**src/rtl/core/prc_pkg.sv**
```systemverilog
// prc_pkg: field widths, limits and sequencer state codes for the prime range core
// no dependencies; imported by prime_range_count_sum_core, prc_checker and prime_range_count_sum_core_test
package prc_pkg;

    localparam int unsigned BOUND_W = 16;
    localparam int unsigned COUNT_W = 13;
    localparam int unsigned SUM_W   = 28;

    localparam logic [COUNT_W-1:0] COUNT_MAX = {COUNT_W{1'b1}};
    localparam logic [SUM_W-1:0]   SUM_MAX   = {SUM_W{1'b1}};

    typedef enum logic [5:0] {
        ST_IDLE  = 6'b000001,
        ST_CAND  = 6'b000010,
        ST_TEST  = 6'b000100,
        ST_DIV   = 6'b001000,
        ST_CHECK = 6'b010000,
        ST_DONE  = 6'b100000
    } prc_state_t;

endpackage

```
**src/rtl/core/prime_range_count_sum_core.sv**
```systemverilog
// prime_range_count_sum_core: counts and sums the primes of an inclusive range
// trial division through one shared shift-subtract remainder unit; uses prc_pkg
//
//  channel | direction | handshake          | payload
//  s_      | in        | s_valid / s_ready  | s_lower_bound[15:0], s_upper_bound[15:0]
//  m_      | out       | m_valid / m_ready  | m_prime_count[12:0], m_prime_sum[27:0]
//
// one request is taken at a time; s_ready is high only while the sequencer is idle
// each trial divisor takes one square compare, B remainder steps (B = bound width,
// 16 by default) and one zero check; each candidate adds one range check, and each
// prime one more compare
// aresetn clears the sequencer and m_valid; a result waiting on m_ready holds the
// sequencer at its end, while an accepted request's scan is never stalled by m_
module prime_range_count_sum_core
    import prc_pkg::*;
#(
    parameter int unsigned VALUE_BITS = 16
) (
    input  logic               aclk,
    input  logic               aresetn,
    input  logic               s_valid,
    output logic               s_ready,
    input  logic [BOUND_W-1:0] s_lower_bound,
    input  logic [BOUND_W-1:0] s_upper_bound,
    output logic               m_valid,
    input  logic               m_ready,
    output logic [COUNT_W-1:0] m_prime_count,
    output logic [SUM_W-1:0]   m_prime_sum
);

    localparam int unsigned B      = (VALUE_BITS < BOUND_W) ? VALUE_BITS : BOUND_W;
    localparam int unsigned CAND_W = B + 1;
    localparam int unsigned DIV_W  = B / 2 + 2;
    localparam int unsigned SQ_W   = B + 2;
    localparam int unsigned IDX_W  = $clog2(B);

    prc_state_t          state_reg, state_next;
    logic [CAND_W-1:0]   cand_reg, cand_next;
    logic [B-1:0]        hi_reg, hi_next;
    logic [DIV_W-1:0]    div_reg, div_next;
    logic [SQ_W-1:0]     sq_reg, sq_next;
    logic [DIV_W-1:0]    rem_reg, rem_next;
    logic [IDX_W-1:0]    idx_reg, idx_next;
    logic [COUNT_W-1:0]  count_reg, count_next;
    logic [SUM_W-1:0]    sum_reg, sum_next;
    logic                m_valid_reg, m_valid_next;
    logic [COUNT_W-1:0]  m_count_reg, m_count_next;
    logic [SUM_W-1:0]    m_sum_reg, m_sum_next;

    logic [B-1:0]        lo_masked;
    logic [B-1:0]        cand_low;
    logic [DIV_W:0]      rem_shift;
    logic [SUM_W:0]      sum_add;

    assign lo_masked = s_lower_bound[B-1:0];
    assign cand_low  = cand_reg[B-1:0];
    assign rem_shift = {rem_reg, cand_low[idx_reg]};
    assign sum_add   = {1'b0, sum_reg} + (SUM_W+1)'(cand_reg);

    assign s_ready       = (state_reg == ST_IDLE);
    assign m_valid       = m_valid_reg;
    assign m_prime_count = m_count_reg;
    assign m_prime_sum   = m_sum_reg;

    always_comb begin
        state_next   = state_reg;
        cand_next    = cand_reg;
        hi_next      = hi_reg;
        div_next     = div_reg;
        sq_next      = sq_reg;
        rem_next     = rem_reg;
        idx_next     = idx_reg;
        count_next   = count_reg;
        sum_next     = sum_reg;
        m_valid_next = m_valid_reg;
        m_count_next = m_count_reg;
        m_sum_next   = m_sum_reg;

        if (m_valid_reg && m_ready) begin
            m_valid_next = 1'b0;
        end

        case (state_reg)
            ST_IDLE: begin
                if (s_valid) begin
                    // raise lower bounds below two to two
                    if (lo_masked < B'(2)) begin
                        cand_next = CAND_W'(2);
                    end else begin
                        cand_next = {1'b0, lo_masked};
                    end
                    hi_next    = s_upper_bound[B-1:0];
                    count_next = '0;
                    sum_next   = '0;
                    state_next = ST_CAND;
                end
            end
            ST_CAND: begin
                if (cand_reg > {1'b0, hi_reg}) begin
                    state_next = ST_DONE;
                end else begin
                    div_next   = DIV_W'(2);
                    sq_next    = SQ_W'(4);
                    state_next = ST_TEST;
                end
            end
            ST_TEST: begin
                if (sq_reg > SQ_W'(cand_reg)) begin
                    // no divisor up to the square root: prime
                    if (count_reg != COUNT_MAX) begin
                        count_next = count_reg + COUNT_W'(1);
                    end
                    if (sum_add[SUM_W]) begin
                        sum_next = SUM_MAX;
                    end else begin
                        sum_next = sum_add[SUM_W-1:0];
                    end
                    cand_next  = cand_reg + CAND_W'(1);
                    state_next = ST_CAND;
                end else begin
                    rem_next   = '0;
                    idx_next   = IDX_W'(B - 1);
                    state_next = ST_DIV;
                end
            end
            ST_DIV: begin
                if (rem_shift >= {1'b0, div_reg}) begin
                    rem_next = DIV_W'(rem_shift - {1'b0, div_reg});
                end else begin
                    rem_next = rem_shift[DIV_W-1:0];
                end
                if (idx_reg == '0) begin
                    state_next = ST_CHECK;
                end else begin
                    idx_next = idx_reg - IDX_W'(1);
                end
            end
            ST_CHECK: begin
                if (rem_reg == '0) begin
                    cand_next  = cand_reg + CAND_W'(1);
                    state_next = ST_CAND;
                end else begin
                    // (d+1)^2 = d^2 + 2d + 1
                    div_next   = div_reg + DIV_W'(1);
                    sq_next    = sq_reg + SQ_W'({div_reg, 1'b1});
                    state_next = ST_TEST;
                end
            end
            ST_DONE: begin
                if (!m_valid_reg || m_ready) begin
                    m_valid_next = 1'b1;
                    m_count_next = count_reg;
                    m_sum_next   = sum_reg;
                    state_next   = ST_IDLE;
                end
            end
            default: begin
                state_next = ST_IDLE;
            end
        endcase
    end

    always_ff @(posedge aclk) begin
        if (!aresetn) begin
            state_reg   <= ST_IDLE;
            m_valid_reg <= 1'b0;
        end else begin
            state_reg   <= state_next;
            m_valid_reg <= m_valid_next;
        end
    end

    always_ff @(posedge aclk) begin
        cand_reg    <= cand_next;
        hi_reg      <= hi_next;
        div_reg     <= div_next;
        sq_reg      <= sq_next;
        rem_reg     <= rem_next;
        idx_reg     <= idx_next;
        count_reg   <= count_next;
        sum_reg     <= sum_next;
        m_count_reg <= m_count_next;
        m_sum_reg   <= m_sum_next;
    end

endmodule

```
**config.mk**
```make
export PLATFORM = sky130hd
export DESIGN_NAME = prime_range_count_sum_core
export DESIGN_NICKNAME = d
export VERILOG_FILES = /design/src/rtl/core/prc_pkg.sv /design/src/rtl/core/prime_range_count_sum_core.sv
export SDC_FILE = /design/constraint.sdc
export NUM_CORES = 1
export LEC_CHECK = 0
export BUFFER_PORTS_ARGS = -buffer_cell sky130_fd_sc_hd__buf_2
export CORE_MARGIN = 5
export CORE_UTILIZATION = 27
export CTS_CLUSTER_DIAMETER = 120
export CTS_CLUSTER_SIZE = 14
export DETAILED_ROUTE_END_ITERATION = 8
export GPL_TIMING_DRIVEN = 1
export SKIP_LAST_GASP = 1
export SYNTH_ARGS = -nofsm -noshare
export SYNTH_HDL_FRONTEND = slang
export SYNTH_SLANG_ARGS = --single-unit
```
**constraint.sdc**
```tcl
create_clock -name aclk -period 4.35 [get_ports aclk]
set_input_delay 0.87 -clock aclk [delete_from_list [all_inputs] [get_ports aclk]]
set_output_delay 0.87 -clock aclk [all_outputs]
set_load 0.005 [all_outputs]
```
=== After elaboration in Yosys (flattened, before gate mapping) ===
Index checks and enable logic that the tools add are counted.

* Add/subtract/negate cells: 7
* Magnitude comparators: 5
* Equality and inequality tests: 17
* Mux-type cells: 37
* Reductions and logical operators: 18

{| class="wikitable"
|+ Operators by type and width
! kind !! count
|-
| two-way mux 28 bit || 3
|-
| one-hot mux 28 bit (2 select lines) || 1
|-
| two-way mux 17 bit || 3
|-
| one-hot mux 17 bit (3 select lines) || 1
|-
| two-way mux 10 bit || 4
|-
| one-hot mux 10 bit (2 select lines) || 2
|-
| two-way mux 13 bit || 3
|-
| two-way mux 18 bit || 2
|-
| one-hot mux 18 bit (2 select lines) || 1
|-
| one-hot mux 6 bit (6 select lines) || 1
|-
| adder 28 x 17 -> 29 bit || 1
|-
| one-hot mux 13 bit (2 select lines) || 1
|-
| two-way mux 6 bit || 4
|-
| inequality test 2 bit (second input constant) || 10
|-
| adder 18 x 11 -> 18 bit || 1
|-
| greater-than comparator 18 x 17 -> 1 bit || 1
|-
| adder 17 x 1 -> 17 bit (second input constant) || 1
|-
| greater-than comparator 17 x 16 -> 1 bit || 1
|-
| < comparator 16 x 2 -> 1 bit (second input constant) || 1
|-
| two-way mux 16 bit || 1
|-
| adder 13 x 1 -> 13 bit (second input constant) || 1
|-
| inequality test 13 bit (second input constant) || 1
|-
| two-way mux 4 bit || 3
|-
| AND reduction 3 bit || 4
|-
| 24 further kinds || 32
|}

* Flip-flop bits (word level): 164
* Bits of input ports: 36
* Output and inout bits: 43
* Logic and storage cells: 96

=== Longest topological paths before layout ===
Gate-level depths: netlist (run 1).

* Depth after elaboration: 5
* Gate-level depth with buffers: 14
* Depth with buffers taken out: 13

=== Worst setup path after synthesis (run 1) ===
No wires, ideal clock.

* Path kind: register -> register
* From: register cand_reg[12]
* To: register sum_reg[0] (enable)
* Setup time: 0.452 ns
* Arrival time: 3.520 ns
* Required time: 3.898 ns
* Setup slack: 0.378 ns
* Cell stages (with the launch flop): 9
* Path buffers: 0
* Clock period less this slack: 3.972 ns
* Path through: edfxtp_1 > inv_1 > ha_1 > nand4_1 > nor2_1 > o21ai_0 > o2111ai_1 > o221ai_1 > o21ai_0

* Word-level cells in the longest chain between the ends: 3

{| class="wikitable"
|+ RTL lines
! element !! RTL line !! source
|-
| start, declared || prime_range_count_sum_core.sv:38 || <nowiki>logic [CAND_W-1:0] cand_reg, cand_next;</nowiki>
|-
| start signal, assigned || prime_range_count_sum_core.sv:174 || <nowiki>cand_reg <= cand_next;</nowiki>
|-
| greater-than comparator 18 x 17 -> 1 bit || prime_range_count_sum_core.sv:108 || <nowiki>if (sq_reg > SQ_W'(cand_reg)) begin</nowiki>
|-
| inequality test 2 bit (no line) || - ||
|-
| AND reduction 3 bit (no line) || - ||
|-
| end signal, assigned || prime_range_count_sum_core.sv:181 || <nowiki>sum_reg <= sum_next;</nowiki>
|-
| end, declared || prime_range_count_sum_core.sv:45 || <nowiki>logic [SUM_W-1:0] sum_reg, sum_next;</nowiki>
|}

Every way passes these cells.
A chain may end at the register's enable or synchronous reset.

=== Worst setup path in the final report (run 1) ===
* From: register idx_reg[0]
* To: register rem_reg[5] (data pin)

* Word-level cells in the longest chain between the ends: 5
* Elaborated cells between the ends (all ways): 6
* Those cells by class: 1 x add/sub; 1 x order compare; 4 x mux

{| class="wikitable"
|+ RTL lines
! element !! RTL line !! source
|-
| start, declared || prime_range_count_sum_core.sv:43 || <nowiki>logic [IDX_W-1:0] idx_reg, idx_next;</nowiki>
|-
| start signal, assigned || prime_range_count_sum_core.sv:179 || <nowiki>idx_reg <= idx_next;</nowiki>
|-
| binary-select mux 1 bit (select 4 bit) (*) || prime_range_count_sum_core.sv:57 || <nowiki>assign rem_shift = {rem_reg, cand_low[idx_reg]};</nowiki>
|-
| two-way mux 1 bit (not written as such) (*) || prime_range_count_sum_core.sv:57 ||
|-
| subtractor 10 bit / greater-or-equal comparator 11 x 10 -> 1 bit (equally long branches) || prime_range_count_sum_core.sv:128, prime_range_count_sum_core.sv:127 ||
|-
| two-way mux 10 bit (*) || prime_range_count_sum_core.sv:127 || <nowiki>if (rem_shift >= {1'b0, div_reg}) begin</nowiki>
|-
| one-hot mux 10 bit (2 select lines) (*) || prime_range_count_sum_core.sv:83 || <nowiki>case (state_reg)</nowiki>
|-
| end signal, assigned || prime_range_count_sum_core.sv:178 || <nowiki>rem_reg <= rem_next;</nowiki>
|-
| end, declared || prime_range_count_sum_core.sv:42 || <nowiki>logic [DIV_W-1:0] rem_reg, rem_next;</nowiki>
|}

Every way passes the cells marked *; elsewhere a longest branch is shown, timed or not. The select of a mux whose other input is x is not followed.

==> results of run 1 <==
==> metrics by stage <==
step | util [%] | hold slack, ps | std cells
after detailed placement | 29.96 | 456.6 | 1409
after global placement | 29.96 | 459.4 | 1409
after CTS | 31.57 | 472.2 | 1441
final | 31.57 | 472.4 | 1441
after global routing | 31.57 | 492.8 | 1441
after floorplan | - | 430.7 | 880
==> path summary, 6_finish.rpt <==
kind / endpoint / slack [ps] / depth (start not counted)
worst max-delay path: rem_reg[5]$_SDFFCE_PN0P_ / 700 / 11
worst max register to register: rem_reg[5]$_SDFFCE_PN0P_ / 700 / 11
worst min-delay path: m_prime_sum[4]$_DFFE_PP_ / 470 / 0
worst min register to register: m_prime_sum[4]$_DFFE_PP_ / 470 / 0
==> routing by layer <==
metal  track usage, %  part of all wire (%)
met3            2.236                   4.1
met5                0                     0
met4            4.357                   2.7
met1            14.57                    45
met2            19.17                    48
==> logic make-up (layout without fill, tap and decap cells) <==
logic type | after synthesis | count (layout) | share of synthesized area [%]
xor gates and xnor gates | 71 | 71 | 6.478
muxes | 8 | 8 | 1.486
and+or+nand+nor | 276 | 276 | 14.10
AOI/OAI and AO/OA | 196 | 196 | 13.44
adders and majority gates | 77 | 77 | 10.27
DFF | 164 | 164 | 50.57
buffers and inverters | 88 | 188 | 3.650
==> critical path, delay by kind of cell, from the launching register on <==
family | cells | cell delay (ps)
AO/OA/AOI/OAI | 4 | 1450
multiplexers | 3 | 950
flip-flops | 1 | 530
adder cells (fa/ha/maj) | 1 | 200
AND/OR/NAND/NOR | 2 | 200
buffers and inverters | 1 | 70
==> cell usage in the layout, fill, tap and decap left out, types with 8 or more instances in the layout <==
cell type    n
a211oi_1    12
a21oi_1     44
nand3_1     36
xnor2_1     44
nand2_1     62
clkbuf_16   17
o21ai_0     27
edfxtp_1   157
a21oi_2     22
nor2_1      74
buf_2       78
a21o_1      18
ha_1        74
nor3_1      16
nand4_1     16
inv_1       66
xor2_1      27
o21ai_1     21
and3_1      14
buf_4       12
nor4_1      10
o21a_1      10
o211ai_1     8
==> power breakdown <==
| group | switching, uW | internal (uW) |
|---|---|---|
| Clock | 671 | 806 |
| Combinational | 247 | 167 |
| Sequential | 60.7 | 1790 |
| Total | 978 | 2760 |
==> area by class of cell <==
class / instances / area, um^2
timing repair buffer: 90 / 480.5
fill: 3558 / 24160
sequential: 164 / 4855
multi-input combinational: 628 / 4418
tap: 461 / 576.8
clock inverter: 14 / 140.1
clock buffer: 18 / 429.2
inverter: 66 / 247.7
==> results.yml, run 1 <==
status:
  status: "finished clean"
clock_network:
  clock-sinks: 164
  cts-root-buf: "clkbuf_16"
  cts.path.max_buffers: 2
  clkTransAtPathRegs_ps: 70
  cts_tree: "done"
  numCtsBuffers: 17
  ctsResizeCount: 0
  cts_max_level: 4
  cts_setup_buffers: 0
  hold_buffers: 0
  clk_latency_ps: 430
detailed_routing:
  drcViolationCount: 0
  vias: 6951
  drtPass1Iterations: 4
  drt_iter0_markers: 449
  vias_per_cell: 4.824
  post_drt_wl_per_cell_um: 15.71
  ant_nets: 0
  routed_wl_um: 22630
sta:
  drv_slew: 0
  fin_crit_sh_pct: 83.97
  relSlewSlack_pct: 24.19
  setup_violations: 0
  tns_ps: 0
  layout_setup_ws_ps: 697.1
  tightestPinTransition_ps: 1130
  timing.clock.skew_ps: 9.252
  rsz0062_at_grt: "false"
  hold_viol_final: 0
  timing.fmax_ghz: 0.2738
  min_period_ps: 3653
global_routing:
  grt_pass1_wl_um: 35360
  track_usage_pct: 11.40
  grt_antenna_before_repair: 0
  grt_pass1_vias: 6659
  grt_max_degree: 42
  overflow: 0
logic_synthesis:
  ys.flop_type: "edfxtp_1"
  async_flop_share_pct: 0
  syn_area_per_cell_um2: 10.91
  yosysUniqueCellTypes: 61
  netlist_top_cells_count: "157 x edfxtp_1, 75 x nor2_1, 74 x ha_1"
  synth_top_cell_by_area: "edfxtp_1"
  synth_edf_count: 157
  ys_warn_count: 0
  synth_area_um2: 9599
  synth_fp_nets: 993
  synth_seq_cells: 164
  yosysMostFrequentCell: "edfxtp_1"
  ys_seq_area_share_pct: 50.57
  ys_top_cells_by_area: "edfxtp_1 49%, ha_1 9.6%, xnor2_1 4.0%"
  synth_cells: 880
  synth_top_area_share_pct: 49.11
die:
  chipWidth_um: 198.6
  die_area_um2: 39420
  coreArea_um2: 35310
  io_pins: 79
  start_util_pct: 27.19
  core.rowCount: 69
  die_h_um: 198.6
power:
  ir_drop_uv: 274.8
  power_leakage_uw: 0.004220
  cellPowerDensity_nw_per_um2: 335.7
  power_uw: 3742
critical_path:
  slowest_stage: "o21ai_1"
  critPathKind: "flip-flop to flip-flop"
  required_ps: 4520
  endpoint_kind: "flip-flop"
  startpoint: "idx_reg[0]$_SDFFCE_PN1P_"
  cp_cell_sequence: "mux4_2 -> mux4_2 -> inv_1 -> ha_1 -> nor2b_1 -> o2111ai_1 -> a31oi_1 -> a31oi_1 -> o21ai_1 -> mux2i_1 -> nor2_1"
  start_kind: "flip-flop"
  r2r_start: "idx_reg[0]$_SDFFCE_PN1P_"
  worst_ep_arrival_time_ps: 3830
  slowest_delay_ps: 890
  worstPathMaxFanout: 17
placed_design:
  placed_cell_area_um2: 10580
  gp_congestion: 0.8140
  dpl.hpwl_um: 17210
  preCtsSetupSlack_ps: 687.4
  port_buffers: 78
job:
  maxCapViolCount: 0
final_layout:
  antennaDiodeCount: 0
  drive_above_1_share_pct: 16.22
  area.growth.synth_to_final_pct: 16.12
  fin_nets: 1080
  final_area_um2: 11150
hold_path:
  hp-start: "sum_reg[4]$_SDFFCE_PP0P_"
  min_path_type: "flip-flop to flip-flop"
Power figures use the tool's default switching activity.
==> run 2: changes to the inputs <==
==> constraint.sdc (replaced) <==
create_clock -name aclk -period 3.08 [get_ports aclk]
set_input_delay 0.616 -clock aclk [delete_from_list [all_inputs] [get_ports aclk]]
set_output_delay 0.616 -clock aclk [all_outputs]
set_load 0.005 [all_outputs]
==> run 2 against run 1 <==
Against the previous run: the run now ends with negative setup slack left; core utilization increased by 1.7 points; die area unchanged; global-route usage increased by 0.17 points; combinational power increased by 62%; register-to-register slack got worse by 810 ps; clock skew increased by 4.0 ps; critical endpoint is now rem_reg[6]$_SDFFCE_PN0P_; wire length increased by 2.2%.
==> results.yml, run 2 (synthesis results as in run 1) <==
die:
  io_pins: 79
  coreArea_um2: 35310
  start_util_pct: 27.19
  die_area_um2: 39420
  die_h_um: 198.6
  core.rowCount: 69
  chipWidth_um: 198.6
final_layout:
  final_cell_mix: "157 x edfxtp_1, 78 x buf_2, 73 x nor2_1, 73 x ha_1, 64 x inv_1"
  area.growth.synth_to_final_pct: 22.29
  num-fill-cells: 3566
  final_area_um2: 11740
  antennaDiodeCount: 0
  final_common_cell: "edfxtp_1"
  fin_nets: 1126
  drive_above_1_share_pct: 22.42
sta:
  setup_violations: 9
  rsz0062_at_grt: "true"
  timing.fmax_ghz: 0.3136
  relSlewSlack_pct: 49.88
  layout_setup_ws_ps: -109.1
  tightestPinTransition_ps: 750.2
  fin_crit_sh_pct: 103.5
  min_period_ps: 3189
  timing.clock.skew_ps: 13.29
  hold_slack_ps: 348.0
  hold_viol_final: 0
  drv_slew: 0
status:
  failed_checks: "negative setup slack"
  status: "finished, violations left"
power:
  p_switching_uw: 1490
  ir_drop_uv: 408.0
  power_leakage_uw: 0.004522
  pwr-share-comb_pct: 12.2
  power_uw: 5482
  seqPwrFrac_pct: 47.1
  cellPowerDensity_nw_per_um2: 467.0
  cell_internal_pwr_uw: 3991
  p_clk_share_pct: 40.6
  swShare_pct: 27.19
global_routing:
  top_usage_layer: "met2"
  grt_use_met3_pct: 2.202
  track_usage_pct: 11.57
  grt_antenna_before_repair: 1
  grt_pass1_vias: 6882
  grt_util_met1_pct: 15.09
  grt_max_degree: 42
  grt_pass1_wl_um: 35910
  overflow: 0
  use_met2_pct: 19.26
detailed_routing:
  drcViolationCount: 0
  drt_iter0_markers: 388
  post_drt_wl_per_cell_um: 15.55
  routed_wl_um: 23130
  ant_nets: 0
  drtPass1Iterations: 5
  vias: 7088
  vias_per_cell: 4.767
job:
  maxCapViolCount: 0
placed_design:
  placed_cell_area_um2: 10970
  port_buffers: 78
  gp_congestion: 0.8792
  dpl.hpwl_um: 17840
  preCtsSetupSlack_ps: -199.1
clock_network:
  clock-sinks: 164
  clkTransAtPathRegs_ps: 80
  cts.path.max_buffers: 2
  hold_buffers: 0
  cts_max_level: 4
  clk_latency_ps: 440
  cts_tree: "done"
  cts-root-buf: "clkbuf_16"
  numCtsBuffers: 17
critical_path:
  worst_ep_arrival_time_ps: 3390
  r2r_setup_slack_ps: -110
  reg2regPathDepth: 13
  crit-reg2reg-capture: "rem_reg[6]$_SDFFCE_PN0P_"
  r2r_start: "idx_reg[0]$_SDFFCE_PN1P_"
  required_ps: 3280
  endpoint_kind: "flip-flop"
  start_kind: "flip-flop"
  critPathKind: "flip-flop to flip-flop"
  worstPathMaxFanout: 4
hold_path:
  hp-start: "s_upper_bound[15]"
  hold_depth: 1
  min_path_type: "primary input to flip-flop"
  hold_end: "hi_reg[15]$_DFFE_PP_"
-- run 2: per-layer routing --
| layer | vias up | routed length, um |
|---|---|---|
| met5 | - | 0 |
| met3 | 28 | 1095 |
| li1 | 3521 | - |
| met1 | 3386 | 10430 |
| met4 | 0 | 579 |
| met2 | 153 | 11020 |
-- run 2: area by class of cell --
class                      count  area, um^2  area share [%]
sequential                   164        4855           41.36
clock inverter                15       206.4           1.759
clock buffer                  17       425.4           3.624
tap                          461       576.8           4.914
timing repair buffer         136       895.9           7.632
inverter                      66       247.7           2.110
multi-input combinational    628        4532           38.61
-- run 2: worst max-delay path by stage --
stage          cells after the start  slack, ps                      from                       end
6_report                          13       -110  idx_reg[0]$_SDFFCE_PN1P_  rem_reg[6]$_SDFFCE_PN0P_
3_3_place_gp                      13       -160  idx_reg[0]$_SDFFCE_PN1P_  rem_reg[6]$_SDFFCE_PN0P_
2_1_floorplan                     13          3    cand_reg[12]$_DFFE_PP_  rem_reg[6]$_SDFFCE_PN0P_
4_1_cts                           13       -130  idx_reg[0]$_SDFFCE_PN1P_  rem_reg[6]$_SDFFCE_PN0P_
3_5_place_dp                      13       -200  idx_reg[0]$_SDFFCE_PN1P_  rem_reg[6]$_SDFFCE_PN0P_
5_1_grt                           13       -260  idx_reg[0]$_SDFFCE_PN1P_  rem_reg[8]$_SDFFCE_PN0P_
-- run 2: critical path, cell delays in order (launching register included) --
cell      delay, ps
edfxtp_1        470
mux4_2          540
mux4_2          520
inv_2            90
ha_4            130
inv_2            30
fa_2            330
a21o_1          170
a21oi_2         170
o21bai_1        110
a21oi_2         150
xnor2_1         100
nand3_1          80
o21ai_1          60
-- run 2: per-stage QoR --
stage          util, %  setup TNS (ps)  instances
6_report         33.24          -457.4       1487
5_1_grt          33.24           -2035       1487
4_1_cts          32.93          -343.7       1485
3_5_place_dp     31.06          -725.5       1452
3_3_place_gp     31.06          -380.7       1452
2_1_floorplan        -               0        880
-- run 2: power by group through the flow --
stage                     registers (uW)  logic, uW  clock network, uW
after global placement              2630        647                  0
final                               2580        671               2230
after global routing                2590        748               2380
after CTS                           2580        664               2280
after detailed placement            2630        657                  0
after floorplan                     2630        429                  0
-- run 2: repair_timing --
action                                  4_1_cts  5_1_grt
setup buffers                                 2        1
endpoints found under the setup margin        9       36
resized for setup                             6       23
gates cloned                                  0        1
pin swaps                                     6       11
==> run 3: changes to the inputs <==
--- a/config.mk
+++ b/config.mk
@@ -12,7 +12,9 @@
 export CTS_CLUSTER_SIZE = 14
 export DETAILED_ROUTE_END_ITERATION = 8
 export GPL_TIMING_DRIVEN = 1
+export SKIP_CTS_REPAIR_TIMING = 1
 export SKIP_LAST_GASP = 1
 export SYNTH_ARGS = -nofsm -noshare
 export SYNTH_HDL_FRONTEND = slang
 export SYNTH_SLANG_ARGS = --single-unit
+export TNS_END_PERCENT = 1
==> run 3 against run 2 <==
Against the previous run: the run still ends with negative setup slack left; cell count fell by 0.40%; sequential share of layout area rose by 0.77 points; fmax barely moved; core utilization fell by 0.61 points; first-iteration DRC count rose by 1.5%; combinational power fell by 3%; sequential power barely moved; critical path type unchanged; largest power group unchanged.
==> results.yml, run 3 (synthesis results as in run 1) <==
status:
  status: "finished, violations left"
  failed_checks: "negative setup slack"
final_layout:
  final_cell_mix: "157 x edfxtp_1, 78 x buf_2, 74 x nor2_1"
  final_common_cell: "edfxtp_1"
  final_area_um2: 11520
  area.growth.synth_to_final_pct: 20.05
  num-fill-cells: 3544
  drive_above_1_share_pct: 20.20
  antennaDiodeCount: 0
  final_cells: 1481
  postLayoutCoreUtil_pct: 32.64
  fin_nets: 1120
hold_path:
  min_path_type: "primary input to flip-flop"
  hold_depth: 1
power:
  power_uw: 5292
  power_leakage_uw: 0.004432
  cellPowerDensity_nw_per_um2: 459.2
  ir_drop_uv: 403.1
sta:
  timing.clock.skew_ps: 13.97
  timing.fmax_ghz: 0.3138
  rsz0062_at_grt: "true"
  tns_ps: -250.8
  hold_viol_final: 0
  fin_crit_sh_pct: 103.5
  layout_setup_ws_ps: -107.0
  min_period_ps: 3187
  drv_slew: 0
  tightestPinTransition_ps: 704.9
  setup_violations: 5
  relSlewSlack_pct: 52.80
clock_network:
  clkTransAtPathRegs_ps: 70
  clock-sinks: 164
  clk_latency_ps: 440
  numCtsBuffers: 17
  cts-root-buf: "clkbuf_16"
  cts.path.max_buffers: 2
  cts_tree: "done"
  cts_max_level: 4
detailed_routing:
  drtPass1Iterations: 5
  vias_per_cell: 4.718
  drt_iter0_markers: 394
  drcViolationCount: 0
  routed_wl_um: 22520
  post_drt_wl_per_cell_um: 15.21
  ant_nets: 0
  vias: 6987
die:
  core.rowCount: 69
  die_area_um2: 39420
  chipWidth_um: 198.6
  start_util_pct: 27.19
  die_h_um: 198.6
  coreArea_um2: 35310
  io_pins: 79
global_routing:
  grt_antenna_before_repair: 1
  track_usage_pct: 11.54
  overflow: 0
  grt_pass1_wl_um: 35720
  grt_pass1_vias: 6831
  grt_max_degree: 42
job:
  maxCapViolCount: 0
critical_path:
  slowest_delay_ps: 530
  required_ps: 3270
  start_kind: "flip-flop"
  crit_path_frequent_cell: "mux4_2"
  cp_num_buf_inv: 2
  critPathKind: "flip-flop to flip-flop"
  reg2regPathDepth: 13
  critPathTopFamily: "multiplexers"
  path_depth: 13
  worst_ep_arrival_time_ps: 3380
  endpoint_kind: "flip-flop"
  cp_cell_sequence: "mux4_2 -> mux4_2 -> inv_4 -> ha_4 -> inv_1 -> fa_2 -> a21o_1 -> a21oi_2 -> o21bai_1 -> a21oi_1 -> xnor2_1 -> nand3_1 -> o21ai_1"
  worstPathMaxFanout: 4
  slowest_stage: "mux4_2"
placed_design:
  dp.cells: 1449
  port_buffers: 78
  placed_cell_area_um2: 10930
  gp_congestion: 0.8613
  dpl.hpwl_um: 17230
run 3: cell types whose count changed in the layout (fill, tap and decap cells not counted), moves of 3 or more:
cell,delta
buf_4,-3
inv_8,-4
a211oi_1,+3
clkinv_8,-4
o21ai_1,+3
o21ai_2,-3
a211oi_2,-3
inv_6,+6
run 3: layout make-up:
cell class | instances | area [um^2] | share of cell area, %
clock buffer | 17 | 425.4 | 3.692
clock inverter | 15 | 136.4 | 1.183
inverter | 66 | 250.2 | 2.172
multi-input combinational | 628 | 4449 | 38.61
sequential | 164 | 4855 | 42.13
tap | 461 | 576.8 | 5.005
timing repair buffer | 130 | 830.8 | 7.210
run 3: power breakdown:
group	internal (uW)	switching (uW)
sequential	2530	56.3
clock	1070	989
combinational	272	380
total	3870	1420
run 3: final timing paths:
check / end / start / slack [ps]
worst min-delay path: hi_reg[8]$_DFFE_PP_ / s_upper_bound[8] / 360
worst max register to register: rem_reg[6]$_SDFFCE_PN0P_ / idx_reg[0]$_SDFFCE_PN1P_ / -110
worst min register to register: m_prime_sum[13]$_DFFE_PP_ / sum_reg[13]$_SDFFCE_PP0P_ / 460
worst max-delay path: rem_reg[6]$_SDFFCE_PN0P_ / idx_reg[0]$_SDFFCE_PN1P_ / -110
run 3: per-layer routing:
metal	track usage (%)	vias up	wire, um
met2	19.90	154	11050
met4	3.394	0	342
met1	14.77	3295	10140
met5	0	-	0
li1	-	3516	-
met3	2.236	22	990
run 3: metrics by stage:
| stage | setup WS, ps | hold slack (ps) |
|---|---|---|
| floorplan | -242.1 | 430.7 |
| global placement | -316.7 | 454.3 |
| detailed placement | -339.9 | 455.4 |
| CTS | -340.1 | 335.1 |
| global route | -305.3 | 333.2 |
| finish | -107.0 | 356.5 |
